## config.mk

```make
export PLATFORM = sky130hd
export DESIGN_NAME = decimal_size_suffix_parser_top
export DESIGN_NICKNAME = d
export VERILOG_FILES = /design/src/dssp_pkg.sv /design/src/dssp_front.sv /design/src/dssp_back.sv /design/src/decimal_size_suffix_parser_top.sv
export SDC_FILE = /design/constraint.sdc
export NUM_CORES = 1
export LEC_CHECK = 0
export BUFFER_PORTS_ARGS = -buffer_cell sky130_fd_sc_hd__clkbuf_2
export CAP_MARGIN = 10
export CORE_UTILIZATION = 55
export CTS_BUF_LIST = sky130_fd_sc_hd__clkbuf_8
export DETAILED_ROUTE_END_ITERATION = 6
export PLACE_DENSITY = 0.72
export SYNTH_ARGS = -nofsm -noshare
export SYNTH_HDL_FRONTEND = slang
export SYNTH_SLANG_ARGS = --single-unit
```

## constraint.sdc

```tcl
create_clock -name clk -period 9.05 [get_ports clk]
set_input_delay 1.81 -clock clk [delete_from_list [all_inputs] [get_ports clk]]
set_output_delay 1.81 -clock clk [all_outputs]
set_load 0.05 [all_outputs]
```

## src/dssp_pkg.sv

```systemverilog
// Shared types and constants for the decimal size-suffix parser.
package dssp_pkg;

    // Depth of the item queue between the front and the back.
    localparam int QUEUE_DEPTH = 4;
    localparam int QUEUE_AW    = $clog2(QUEUE_DEPTH);

    // Character codes used by the classifier and the suffix check.
    localparam logic [7:0] CH_NUL   = 8'h00;
    localparam logic [7:0] CH_TAB   = 8'h09;
    localparam logic [7:0] CH_CR    = 8'h0D;
    localparam logic [7:0] CH_SPACE = 8'h20;
    localparam logic [7:0] CH_PLUS  = 8'h2B;
    localparam logic [7:0] CH_MINUS = 8'h2D;
    localparam logic [7:0] CH_ZERO  = 8'h30;
    localparam logic [7:0] CH_NINE  = 8'h39;
    localparam logic [7:0] CH_UB    = 8'h42;
    localparam logic [7:0] CH_LB    = 8'h62;
    localparam logic [7:0] CH_UI    = 8'h49;
    localparam logic [7:0] CH_LI    = 8'h69;
    localparam logic [7:0] CH_UK    = 8'h4B;
    localparam logic [7:0] CH_LK    = 8'h6B;
    localparam logic [7:0] CH_UM    = 8'h4D;
    localparam logic [7:0] CH_LM    = 8'h6D;
    localparam logic [7:0] CH_UG    = 8'h47;
    localparam logic [7:0] CH_LG    = 8'h67;

    // Byte classes produced by the front.
    typedef enum logic [2:0] {
        CLS_END,
        CLS_SPACE,
        CLS_SIGN,
        CLS_DIGIT,
        CLS_OTHER
    } cls_t;

    // One classified byte as it travels through the queue.
    typedef struct packed {
        cls_t       cls;
        logic [7:0] ch;
    } item_t;

endpackage

```

## src/dssp_front.sv

```systemverilog
// Front of the parser: classifies incoming bytes and queues them for the back.
module dssp_front
(
    input  logic             clk,
    input  logic             rst_n,
    input  logic             in_valid,
    output logic             in_ready,
    input  logic [7:0]       in_ch,
    output logic             item_valid,
    output dssp_pkg::item_t  item,
    input  logic             item_pop
);

    dssp_pkg::item_t                queue_mem [dssp_pkg::QUEUE_DEPTH];
    logic [dssp_pkg::QUEUE_AW-1:0]  wr_ptr_reg;
    logic [dssp_pkg::QUEUE_AW-1:0]  rd_ptr_reg;
    logic [dssp_pkg::QUEUE_AW:0]    count_reg;
    dssp_pkg::item_t                new_item;
    logic                           push;
    logic                           pop;

    // Byte classification.
    always_comb
    begin
        new_item.ch = in_ch;
        if (in_ch == dssp_pkg::CH_NUL)
            new_item.cls = dssp_pkg::CLS_END;
        else if (in_ch == dssp_pkg::CH_SPACE ||
                 (in_ch >= dssp_pkg::CH_TAB && in_ch <= dssp_pkg::CH_CR))
            new_item.cls = dssp_pkg::CLS_SPACE;
        else if (in_ch == dssp_pkg::CH_PLUS || in_ch == dssp_pkg::CH_MINUS)
            new_item.cls = dssp_pkg::CLS_SIGN;
        else if (in_ch >= dssp_pkg::CH_ZERO && in_ch <= dssp_pkg::CH_NINE)
            new_item.cls = dssp_pkg::CLS_DIGIT;
        else
            new_item.cls = dssp_pkg::CLS_OTHER;
    end

    // Queue handshake.
    assign in_ready   = (count_reg != dssp_pkg::QUEUE_DEPTH[dssp_pkg::QUEUE_AW:0]);
    assign item_valid = (count_reg != '0);
    assign push       = in_valid && in_ready;
    assign pop        = item_pop && item_valid;
    assign item       = queue_mem[rd_ptr_reg];

    // Queue storage.
    always_ff @(posedge clk)
    begin
        if (push)
            queue_mem[wr_ptr_reg] <= new_item;
    end

    // Queue pointers and fill count.
    always_ff @(posedge clk or negedge rst_n)
    begin
        if (!rst_n)
        begin
            wr_ptr_reg <= '0;
            rd_ptr_reg <= '0;
            count_reg  <= '0;
        end
        else
        begin
            if (push)
                wr_ptr_reg <= wr_ptr_reg + 1'b1;
            if (pop)
                rd_ptr_reg <= rd_ptr_reg + 1'b1;
            if (push && !pop)
                count_reg <= count_reg + 1'b1;
            else if (pop && !push)
                count_reg <= count_reg - 1'b1;
        end
    end

endmodule

```

## src/dssp_back.sv

```systemverilog
// Back of the parser: runs the parse state, scales the value and holds the result.
module dssp_back
(
    input  logic             clk,
    input  logic             rst_n,
    input  logic             allow_suffix,
    input  logic             item_valid,
    input  dssp_pkg::item_t  item,
    output logic             item_pop,
    output logic             out_valid,
    input  logic             out_ready,
    output logic             out_ok,
    output logic [63:0]      out_value
);

    typedef enum logic [2:0] {
        PH_WS,
        PH_SIGN,
        PH_DIGITS,
        PH_SUFFIX,
        PH_FAIL
    } phase_t;

    typedef enum logic {
        ENG_RUN,
        ENG_SCALE
    } eng_t;

    phase_t       phase_reg, phase_next;
    eng_t         eng_reg, eng_next;
    logic         negative_reg, negative_next;
    logic [63:0]  mag_reg, mag_next;
    logic         range_err_reg, range_err_next;
    logic [7:0]   sfx_reg [3];
    logic [2:0]   sfx_cnt_reg, sfx_cnt_next;
    logic [63:0]  val_reg, val_next;
    logic [1:0]   scal_reg, scal_next;
    logic         kibi_reg, kibi_next;
    logic         res_ok_reg, res_ok_next;
    logic         out_valid_reg, out_valid_next;
    logic         out_ok_reg, out_ok_next;
    logic [63:0]  out_value_reg, out_value_next;
    logic         sfx_wr;

    logic [67:0]  acc_wide;
    logic [67:0]  limit_wide;
    logic         sfx_ok;
    logic [1:0]   sfx_scal;
    logic         sfx_kibi;
    logic         num_ok;
    logic [63:0]  signed_mag;
    logic [63:0]  val_scaled;

    function automatic logic is_unit(input logic [7:0] c);
        return c == dssp_pkg::CH_UB || c == dssp_pkg::CH_LB;
    endfunction

    function automatic logic is_base(input logic [7:0] c);
        return c == dssp_pkg::CH_UI || c == dssp_pkg::CH_LI;
    endfunction

    // Number of scalings for an exponent letter; zero when not one.
    function automatic logic [1:0] exp_scal(input logic [7:0] c);
        if (c == dssp_pkg::CH_UK || c == dssp_pkg::CH_LK)
            return 2'd1;
        else if (c == dssp_pkg::CH_UM || c == dssp_pkg::CH_LM)
            return 2'd2;
        else if (c == dssp_pkg::CH_UG || c == dssp_pkg::CH_LG)
            return 2'd3;
        else
            return 2'd0;
    endfunction

    // Next magnitude after one more digit, widened so the range check cannot wrap.
    assign acc_wide   = {1'b0, mag_reg, 3'b000} + {3'b000, mag_reg, 1'b0}
                      + {64'd0, item.ch[3:0]};
    assign limit_wide = negative_reg ? {4'd0, 1'b1, 63'd0} : {4'd0, 1'b0, {63{1'b1}}};

    // Suffix check at the terminator.
    always_comb
    begin
        sfx_ok   = 1'b0;
        sfx_scal = 2'd0;
        sfx_kibi = 1'b0;
        case (sfx_cnt_reg)
            3'd1:
            begin
                sfx_scal = exp_scal(sfx_reg[0]);
                sfx_ok   = (sfx_scal != 2'd0) || is_unit(sfx_reg[0]);
            end
            3'd2:
            begin
                sfx_scal = exp_scal(sfx_reg[0]);
                sfx_kibi = !is_unit(sfx_reg[1]);
                sfx_ok   = (sfx_scal != 2'd0) &&
                           (is_unit(sfx_reg[1]) || is_base(sfx_reg[1]));
            end
            3'd3:
            begin
                sfx_scal = exp_scal(sfx_reg[0]);
                sfx_kibi = 1'b1;
                sfx_ok   = (sfx_scal != 2'd0) && is_base(sfx_reg[1]) &&
                           is_unit(sfx_reg[2]);
            end
            default:
            begin
                sfx_ok = 1'b0;
            end
        endcase
    end

    assign num_ok     = (phase_reg == PH_DIGITS || phase_reg == PH_SUFFIX) && !range_err_reg;
    assign signed_mag = negative_reg ? (64'd0 - mag_reg) : mag_reg;

    // One scaling step: times 1024 by shift, times 1000 as 1024 - 16 - 8.
    assign val_scaled = kibi_reg ? {val_reg[53:0], 10'd0}
                      : ({val_reg[53:0], 10'd0} - {val_reg[59:0], 4'd0}
                         - {val_reg[60:0], 3'd0});

    assign item_pop = item_valid && (eng_reg == ENG_RUN);

    // Parse, scale and result logic.
    always_comb
    begin
        phase_next     = phase_reg;
        eng_next       = eng_reg;
        negative_next  = negative_reg;
        mag_next       = mag_reg;
        range_err_next = range_err_reg;
        sfx_cnt_next   = sfx_cnt_reg;
        sfx_wr         = 1'b0;
        val_next       = val_reg;
        scal_next      = scal_reg;
        kibi_next      = kibi_reg;
        res_ok_next    = res_ok_reg;
        out_valid_next = out_valid_reg && !out_ready;
        out_ok_next    = out_ok_reg;
        out_value_next = out_value_reg;

        if (eng_reg == ENG_SCALE)
        begin
            if (scal_reg != 2'd0)
            begin
                val_next  = val_scaled;
                scal_next = scal_reg - 2'd1;
            end
            else if (!out_valid_reg || out_ready)
            begin
                out_valid_next = 1'b1;
                out_ok_next    = res_ok_reg;
                out_value_next = res_ok_reg ? val_reg : 64'd0;
                eng_next       = ENG_RUN;
            end
        end
        else if (item_valid)
        begin
            case (item.cls)
                dssp_pkg::CLS_END:
                begin
                    // Decide validity and start the scaling steps.
                    if (!num_ok)
                        res_ok_next = 1'b0;
                    else if (sfx_cnt_reg == 3'd0)
                        res_ok_next = 1'b1;
                    else
                        res_ok_next = allow_suffix && sfx_ok;
                    val_next       = signed_mag;
                    scal_next      = (num_ok && allow_suffix && sfx_ok) ? sfx_scal : 2'd0;
                    kibi_next      = sfx_kibi;
                    eng_next       = ENG_SCALE;
                    phase_next     = PH_WS;
                    negative_next  = 1'b0;
                    mag_next       = 64'd0;
                    range_err_next = 1'b0;
                    sfx_cnt_next   = 3'd0;
                end
                default:
                begin
                    case (phase_reg)
                        PH_WS:
                        begin
                            if (item.cls == dssp_pkg::CLS_SIGN)
                            begin
                                negative_next = (item.ch == dssp_pkg::CH_MINUS);
                                phase_next    = PH_SIGN;
                            end
                            else if (item.cls == dssp_pkg::CLS_DIGIT)
                                phase_next = PH_DIGITS;
                            else if (item.cls != dssp_pkg::CLS_SPACE)
                                phase_next = PH_FAIL;
                        end
                        PH_SIGN:
                        begin
                            phase_next = (item.cls == dssp_pkg::CLS_DIGIT) ? PH_DIGITS
                                                                           : PH_FAIL;
                        end
                        PH_DIGITS:
                        begin
                            if (item.cls != dssp_pkg::CLS_DIGIT)
                            begin
                                phase_next   = PH_SUFFIX;
                                sfx_wr       = 1'b1;
                                sfx_cnt_next = 3'd1;
                            end
                        end
                        PH_SUFFIX:
                        begin
                            if (sfx_cnt_reg < 3'd3)
                            begin
                                sfx_wr       = 1'b1;
                                sfx_cnt_next = sfx_cnt_reg + 3'd1;
                            end
                            else
                                sfx_cnt_next = 3'd4;
                        end
                        default:
                        begin
                            phase_next = PH_FAIL;
                        end
                    endcase

                    // Digit accumulation with the signed 64-bit range check.
                    if (item.cls == dssp_pkg::CLS_DIGIT && !range_err_reg &&
                        (phase_reg == PH_WS || phase_reg == PH_SIGN ||
                         phase_reg == PH_DIGITS))
                    begin
                        if (acc_wide > limit_wide)
                            range_err_next = 1'b1;
                        else
                            mag_next = acc_wide[63:0];
                    end
                end
            endcase
        end
    end

    // Suffix character store.
    always_ff @(posedge clk)
    begin
        if (sfx_wr)
            sfx_reg[sfx_cnt_reg[1:0]] <= item.ch;
    end

    // State and registered outputs.
    always_ff @(posedge clk or negedge rst_n)
    begin
        if (!rst_n)
        begin
            phase_reg     <= PH_WS;
            eng_reg       <= ENG_RUN;
            negative_reg  <= 1'b0;
            mag_reg       <= 64'd0;
            range_err_reg <= 1'b0;
            sfx_cnt_reg   <= 3'd0;
            scal_reg      <= 2'd0;
            res_ok_reg    <= 1'b0;
            out_valid_reg <= 1'b0;
            val_reg       <= 64'd0;
            kibi_reg      <= 1'b0;
            out_ok_reg    <= 1'b0;
            out_value_reg <= 64'd0;
        end
        else
        begin
            phase_reg     <= phase_next;
            eng_reg       <= eng_next;
            negative_reg  <= negative_next;
            mag_reg       <= mag_next;
            range_err_reg <= range_err_next;
            sfx_cnt_reg   <= sfx_cnt_next;
            scal_reg      <= scal_next;
            res_ok_reg    <= res_ok_next;
            out_valid_reg <= out_valid_next;
            val_reg       <= val_next;
            kibi_reg      <= kibi_next;
            out_ok_reg    <= out_ok_next;
            out_value_reg <= out_value_next;
        end
    end

    assign out_valid = out_valid_reg;
    assign out_ok    = out_ok_reg;
    assign out_value = out_value_reg;

endmodule

```

## src/decimal_size_suffix_parser_top.sv

```systemverilog
// Top level of the decimal size-suffix parser.
//
// Input stream: one string byte per word on s_axis_tdata; a zero byte ends
// the string. Output stream: one word per string, m_axis_tuser is the ok
// flag and m_axis_tdata the signed 64-bit value (zero when ok is low).
// Configuration: cfg_data[0] writes allow_suffix (reset 1); cfg_ready is
// always high. Write it only while the parser is idle.
//
// A front stage classifies each byte and puts it in a four-word queue; the
// back stage takes one queued word per cycle while it is not busy with a
// terminator. For a terminator the back checks the string, runs zero to
// three scaling steps (by the k/m/g exponent, done by a shared
// shift-and-subtract unit) and loads the output register, and it takes no
// new word from the queue until the result is loaded.
//
// Reset clears the queue, the parse state and the output register. While
// the receiver stalls the result is held; the queue keeps taking bytes
// until it is full, then s_axis_tready drops.
module decimal_size_suffix_parser_top
(
    input  logic        clk,
    input  logic        rst_n,
    input  logic        s_axis_tvalid,
    output logic        s_axis_tready,
    input  logic [7:0]  s_axis_tdata,   // [7:0] ch
    output logic        m_axis_tvalid,
    input  logic        m_axis_tready,
    output logic [63:0] m_axis_tdata,   // [63:0] value
    output logic        m_axis_tuser,   // [0] ok
    input  logic        cfg_valid,
    output logic        cfg_ready,
    input  logic        cfg_data
);

    logic             allow_suffix_reg;
    logic             item_valid;
    logic             item_pop;
    dssp_pkg::item_t  item;

    // Configuration register.
    assign cfg_ready = 1'b1;

    always_ff @(posedge clk or negedge rst_n)
    begin
        if (!rst_n)
            allow_suffix_reg <= 1'b1;
        else if (cfg_valid && cfg_ready)
            allow_suffix_reg <= cfg_data;
    end

    // Byte classifier and queue.
    dssp_front u_front
    (
        .clk        (clk),
        .rst_n      (rst_n),
        .in_valid   (s_axis_tvalid),
        .in_ready   (s_axis_tready),
        .in_ch      (s_axis_tdata),
        .item_valid (item_valid),
        .item       (item),
        .item_pop   (item_pop)
    );

    // Parser, scaler and output register.
    dssp_back u_back
    (
        .clk          (clk),
        .rst_n        (rst_n),
        .allow_suffix (allow_suffix_reg),
        .item_valid   (item_valid),
        .item         (item),
        .item_pop     (item_pop),
        .out_valid    (m_axis_tvalid),
        .out_ready    (m_axis_tready),
        .out_ok       (m_axis_tuser),
        .out_value    (m_axis_tdata)
    );

endmodule

```

==> results of run 1 <==
cell families after synthesis:
logic type	after synthesis
flip-flops	280
buffers and inverters	249
AO/OA/AOI/OAI	887
XOR/XNOR	190
AND/OR/NAND/NOR	802
adder cells (fa/ha/maj)	326
multiplexers	22
other	1
placed cells by master (no fill, tap or decap), drive strengths merged, types with 70 or more instances in the layout:
master  instances
o21ai         243
inv           124
a21oi         220
nor2          136
clkbuf        135
nand2         335
xnor2         120
dfrtp         214
and3           77
o211ai         72
ha            270
a21o          129
xor2           70
per-layer routing:
| metal | up-vias | wire length [um] | GRT usage |
|---|---|---|---|
| met1 | 10440 | 31790 | 0.4443 |
| met4 | 0 | 1618 | 0.08658 |
| met5 | - | 0 | 0 |
| met2 | 824 | 31830 | 0.4920 |
| met3 | 126 | 5002 | 0.04609 |
| li1 | 10140 | - | - |
final cells by class:
cell class	instances	area share
repair buffers	94	0.01976
multi-input cells	2228	0.6163
inverters	113	0.01626
well taps	585	0.02805
clock inverters	33	0.008728
flip-flops and latches	280	0.2814
clock buffers	56	0.02954
worst reg2reg max path, delay by kind of cell (launching register included):
family / cells / cell delay [ns]
buf+inv: 1 / 0.25
fa+ha+maj: 3 / 1.14
xor+xnor: 1 / 0.18
flops: 1 / 0.32
compound gates: 15 / 3.71
simple gates: 3 / 1.37
mux: 1 / 0.61
stage by stage:
step | setup slack, ns | area [um^2]
global placement | 1.499 | 25090
finish | 1.364 | 26090
global route | 0.8442 | 26090
CTS | 1.400 | 26090
detailed placement | 1.440 | 25090
floorplan | 1.995 | 24370
path summary, 6_finish.rpt:
kind | startpoint | end | depth (start not counted)
worst max-delay path | u_front.rd_ptr_reg[0] | u_back.mag_reg[4] | 24
min in group asynchronous | rst_n | u_back.out_value[5] | 1
worst min register to register | u_back.out_value[29] | u_back.out_value[29] | 2
max in group asynchronous | rst_n | u_back.negative_reg | 2
worst min-delay path | u_back.out_value[29] | u_back.out_value[29] | 2
worst max register to register | u_front.rd_ptr_reg[0] | u_back.mag_reg[4] | 24
==> impl_metrics.csv, run 1 <==
group,metric,value,unit
drt,drt_iter0_markers,1798,
floorplan,die_area,0.04515,mm^2
logic_synthesis,yosysSeqAreaShare,0.3010,
setup_path,path_cells,"buf_4 -> mux4_2 -> fa_1 -> ha_1 -> a211oi_1 -> o211ai_1 -> a31oi_1 -> a21oi_1 -> a41oi_2 -> o21ai_1 -> or2_2 -> a21oi_1 -> xnor2_1 -> ha_1 -> a21o_1 -> a21o_1 -> a2111oi_0 -> o41ai_1 -> a2111oi_0 -> o21a_1 -> o211ai_1 -> or3_4 -> and3_1 -> a21o_1",
setup_path,worst_setup_path_start_kind,"flip-flop",
floorplan,fp.dieW,212.5,um
cells_and_area,area_growth,7.081,%
timing,max_slew_margin,0.3086,
timing,hold_viol_final,0,
timing,tns,0,ns
logic_synthesis,yosys.area_share.xor_xnor,0.06830,
logic_synthesis,synth-async-reset-ratio,0.7679,
floorplan,core-area,0.04336,mm^2
setup_path,path_class,"reg -> reg",
cells_and_area,regArea,0.007341,mm^2
logic_synthesis,netlist_top_cells_area,"dfrtp_1 22%, ha_1 14%, edfxtp_1 8.0%, nand2_1 5.2%, o21ai_0 4.8%",
setup_path,crit_path_frequent_cell,"a21o_1",
setup_path,required,9.60,ns
drt,wire_per_inst,20.72,um
cts,clockBufferDepth,3,
timing,fmax,130.1,MHz
grt,grt_pass1_vias,20540,
drt,vias,21530,
timing,finalSetupViolations,0,
cells_and_area,n_antenna_cell,0,
logic_synthesis,synth-seq-cells,280,
setup_path,cp_num_buf_inv,1,
drt,viasPerCell,6.353,
placed_design,hpwlAfterDp,53150,um
timing,hold_ws,0.4719,ns
drt,first_pass_iters,7,
logic_synthesis,synth_top_area_share,0.2198,
cells_and_area,finalCoreUtilization,0.6017,
setup_path,crit_arrival,8.24,ns
worst_hold_path,hold_class,"reg -> reg",
setup_path,r2r_slack,1.36,ns
grt,grt_pass1_wl,111300,um
timing,rsz0062_at_grt,"false",
cells_and_area,nets,3108,
timing,worst_slew_pin_slew,1.037,ns
setup_path,cpLargestDelayFamily,"compound AO/OA/AOI/OAI gates",
logic_synthesis,synth.most_common_cell,"nand2_1",
grt,grt_usage,0.3119,
logic_synthesis,ys_warn_count,0,
logic_synthesis,synth_area_per_cell,8.838,um^2
setup_path,slowest_delay,0.68,ns
logic_synthesis,synthMuxAreaShare,0.01489,
drt,route.detailed.drc,0,
cts,post_cts_buffers,0,
run,cap_violations,0,
cts,cts_buffers,51,
timing,drv_slew,0,
logic_synthesis,synth_adder_area_share,0.1847,
cts,cts-resized-gates,0,
logic_synthesis,synth_area,0.02437,mm^2
floorplan,std_cell_rows,76,
logic_synthesis,synth_common_cells,"335 x nand2_1, 270 x ha_1, 234 x o21ai_0, 219 x a21oi_1, 214 x dfrtp_1",
cts,clkTransAtPathRegs,0.07,ns
logic_synthesis,synth_cell_types,93,
cts,postCtsHoldBufs,0,
logic_synthesis,synth_top_family_by_area,"compound AO/OA/AOI/OAI gates",
logic_synthesis,yosys.area.top_type,"dfrtp_1",
logic_synthesis,netlist_instances,2757,
drt,drt-total-wl,70240,um
floorplan,start_util,0.5619,
floorplan,die_h,212.5,um
status,outcome,"finished, final reports clean",
cts,clock_sinks,280,
setup_path,end_kind,"flip-flop",
setup_path,crit_fanout,67,
placed_design,gp_congestion,0.9576,
placed_design,port_buffers,80,
logic_synthesis,synth_nets,3097,
cells_and_area,multi_input_area,0.01608,mm^2
logic_synthesis,synth_ff_type,"dfrtp_1",
timing,post-route-period-util,0.8492,
logic_synthesis,synth_compound_area_frac,0.2326,
logic_synthesis,synth-edff-count,65,
cts,cts_tree,"done",
cells_and_area,layout-drive-gt1-share,0.08238,
timing,fin_skew,0.03515,ns
cells_and_area,finalNonFillerCells,3389,
setup_path,cpMaxStageDelayCell,"or3_4",
grt,grt-ovfl-total,0,
grt,grt_max_degree,105,
placed_design,placed_cells,3300,
floorplan,boundaryPins,82,
drt,ant_nets,0,
cells_and_area,fillers,3917,
logic_synthesis,synth_simple_gate_area_frac,0.1583,
grt,grt_antenna_before_repair,0,
cts,htreeDepth,2,
cts,cts-root-buf,"clkbuf_8",
cts,insertion_delay,0.67,ns
timing,period_minus_slack,7.686,ns
Power of run 1 is left out: the tool's default activity adds up to more than one toggle a clock period on the data nets, which glitch-free logic cannot reach.
==> run 2, diff against run 1 <==
- clock period: 9.05 -> 7.38 ns (I/O delays scaled with it)
==> impl_metrics.csv, run 2 (synthesis gave the netlist of run 1 again) <==
group,metric,value,unit
grt,grt_antenna_before_repair,1,
drt,drt_iter0_markers,2062,
timing,fin_skew,0.05137,ns
placed_design,placed_area,0.02516,mm^2
timing,worst_slew_pin_slew,1.481,ns
cells_and_area,stdcell_area,0.02646,mm^2
cts,cts_tree,"done",
drt,first_pass_iters,6,
worst_hold_path,hold_class,"reg -> reg",
setup_path,path_class,"reg -> reg",
status,violations,"capacitance limit",
setup_path,slowest_delay,0.60,ns
status,outcome,"finished with violations",
grt,grt_pass1_vias,20930,
setup_path,cpMaxStageDelayCell,"mux4_2",
grt,grt_usage,0.3220,
timing,fmax,138.9,MHz
grt,grt_max_degree,117,
timing,hold_viol_final,0,
drt,wire_per_inst,21.23,um
floorplan,std_cell_rows,76,
cells_and_area,layout-drive-gt1-share,0.09232,
drt,vias,21860,
cells_and_area,final_common_cell,"nand2_1",
drt,viasPerCell,6.407,
setup_path,crit_arrival,7.78,ns
placed_design,port_buffers,80,
placed_design,gp_congestion,0.9836,
run,cap_violations,1,
floorplan,start_util,0.5619,
timing,drv_slew,0,
timing,max_slew_margin,0.004060,
floorplan,fp.dieW,212.5,um
timing,hold_ws,0.4733,ns
cells_and_area,n_antenna_cell,0,
grt,grt_pass1_wl,114700,um
timing,tns,0,ns
cts,clkTransAtPathRegs,0.08,ns
setup_path,end_kind,"flip-flop",
setup_path,crit_fanout,8,
floorplan,core-area,0.04336,mm^2
cells_and_area,nets,3124,
cells_and_area,area_growth,8.581,%
cts,clock_sinks,280,
drt,route.detailed.drc,0,
cts,clockBufferDepth,3,
drt,ant_nets,0,
floorplan,die_area,0.04515,mm^2
floorplan,die_h,212.5,um
timing,finalSetupViolations,0,
cts,insertion_delay,0.69,ns
cts,htreeDepth,2,
cts,cts_buffers,53,
cells_and_area,layout_common_cells,"333 x nand2_1, 270 x ha_1, 232 x o21ai_0, 216 x a21oi_1, 210 x dfrtp_1",
setup_path,required,7.96,ns
floorplan,boundaryPins,82,
cells_and_area,fillers,3826,
timing,post-route-period-util,0.9752,
grt,grt-ovfl-total,0,
placed_design,hpwlAfterDp,54330,um
setup_path,worst_setup_path_start_kind,"flip-flop",
cts,cts-root-buf,"clkbuf_8",
timing,period_minus_slack,7.197,ns
drt,drt-total-wl,72420,um
==> run 2: final cells by class <==
class,instances,area [um^2],area share
clock buffer,63,867.1,0.03277
inverter,113,424.2,0.01603
multi-input combinational,2231,16160,0.6110
tap,585,732.0,0.02767
timing repair buffer,105,610.6,0.02308
sequential,280,7341,0.2775
clock inverter,35,317.8,0.01201
==> run 2: worst paths after layout <==
| check | slack [ns] | to | from | cells after the start |
|---|---|---|---|---|
| setup reg to reg | 0.18 | u_back.mag_reg[51] | u_front.rd_ptr_reg[0] | 30 |
| setup / recovery | 0.18 | u_back.mag_reg[51] | u_front.rd_ptr_reg[0] | 30 |
| hold reg to reg | 0.47 | u_back.out_value[34] | u_back.out_value[34] | 2 |
| min in group asynchronous | 0.88 | u_back.out_value[9] | rst_n | 1 |
| max in group asynchronous | 5.01 | u_back.out_value[54] | rst_n | 2 |
| hold / removal | 0.47 | u_back.out_value[34] | u_back.out_value[34] | 2 |
==> run 2: worst max-delay path: cells and delay by family (launching register included) <==
family	cells	cell delay, ns
simple gates	9	2.02
xor+xnor	1	0.19
mux	2	0.77
compound gates	10	1.93
buf+inv	4	0.70
fa+ha+maj	4	1.09
flops	1	0.39
==> run 2: metal layers <==
| metal | vias up | wire [um] | track usage |
|---|---|---|---|
| li1 | 10200 | - | - |
| met1 | 10590 | 32600 | 0.4642 |
| met2 | 915 | 32340 | 0.5019 |
| met3 | 154 | 5367 | 0.03959 |
| met4 | 0 | 2120 | 0.1010 |
| met5 | - | 0 | 0 |
==> run 2: through the flow <==
stage                     setup slack [ns]  utilization  std cells
final                               0.1831       0.6101       3412
after global routing              -0.02120       0.6101       3412
after CTS                          0.05805       0.6080       3406
after floorplan                     0.3246            -       2757
after detailed placement          -0.03779       0.5802       3307
after global placement              0.2098       0.5802       3307
==> run 2: repair_timing <==
action	in CTS	in global routing
hold buffers	0	0
setup buffers	0	4
cloned	1	2
setup endpoints to repair	56	64
resized for setup	3	13
pin swaps	1	9
Power of run 2 is left out for the same reason.
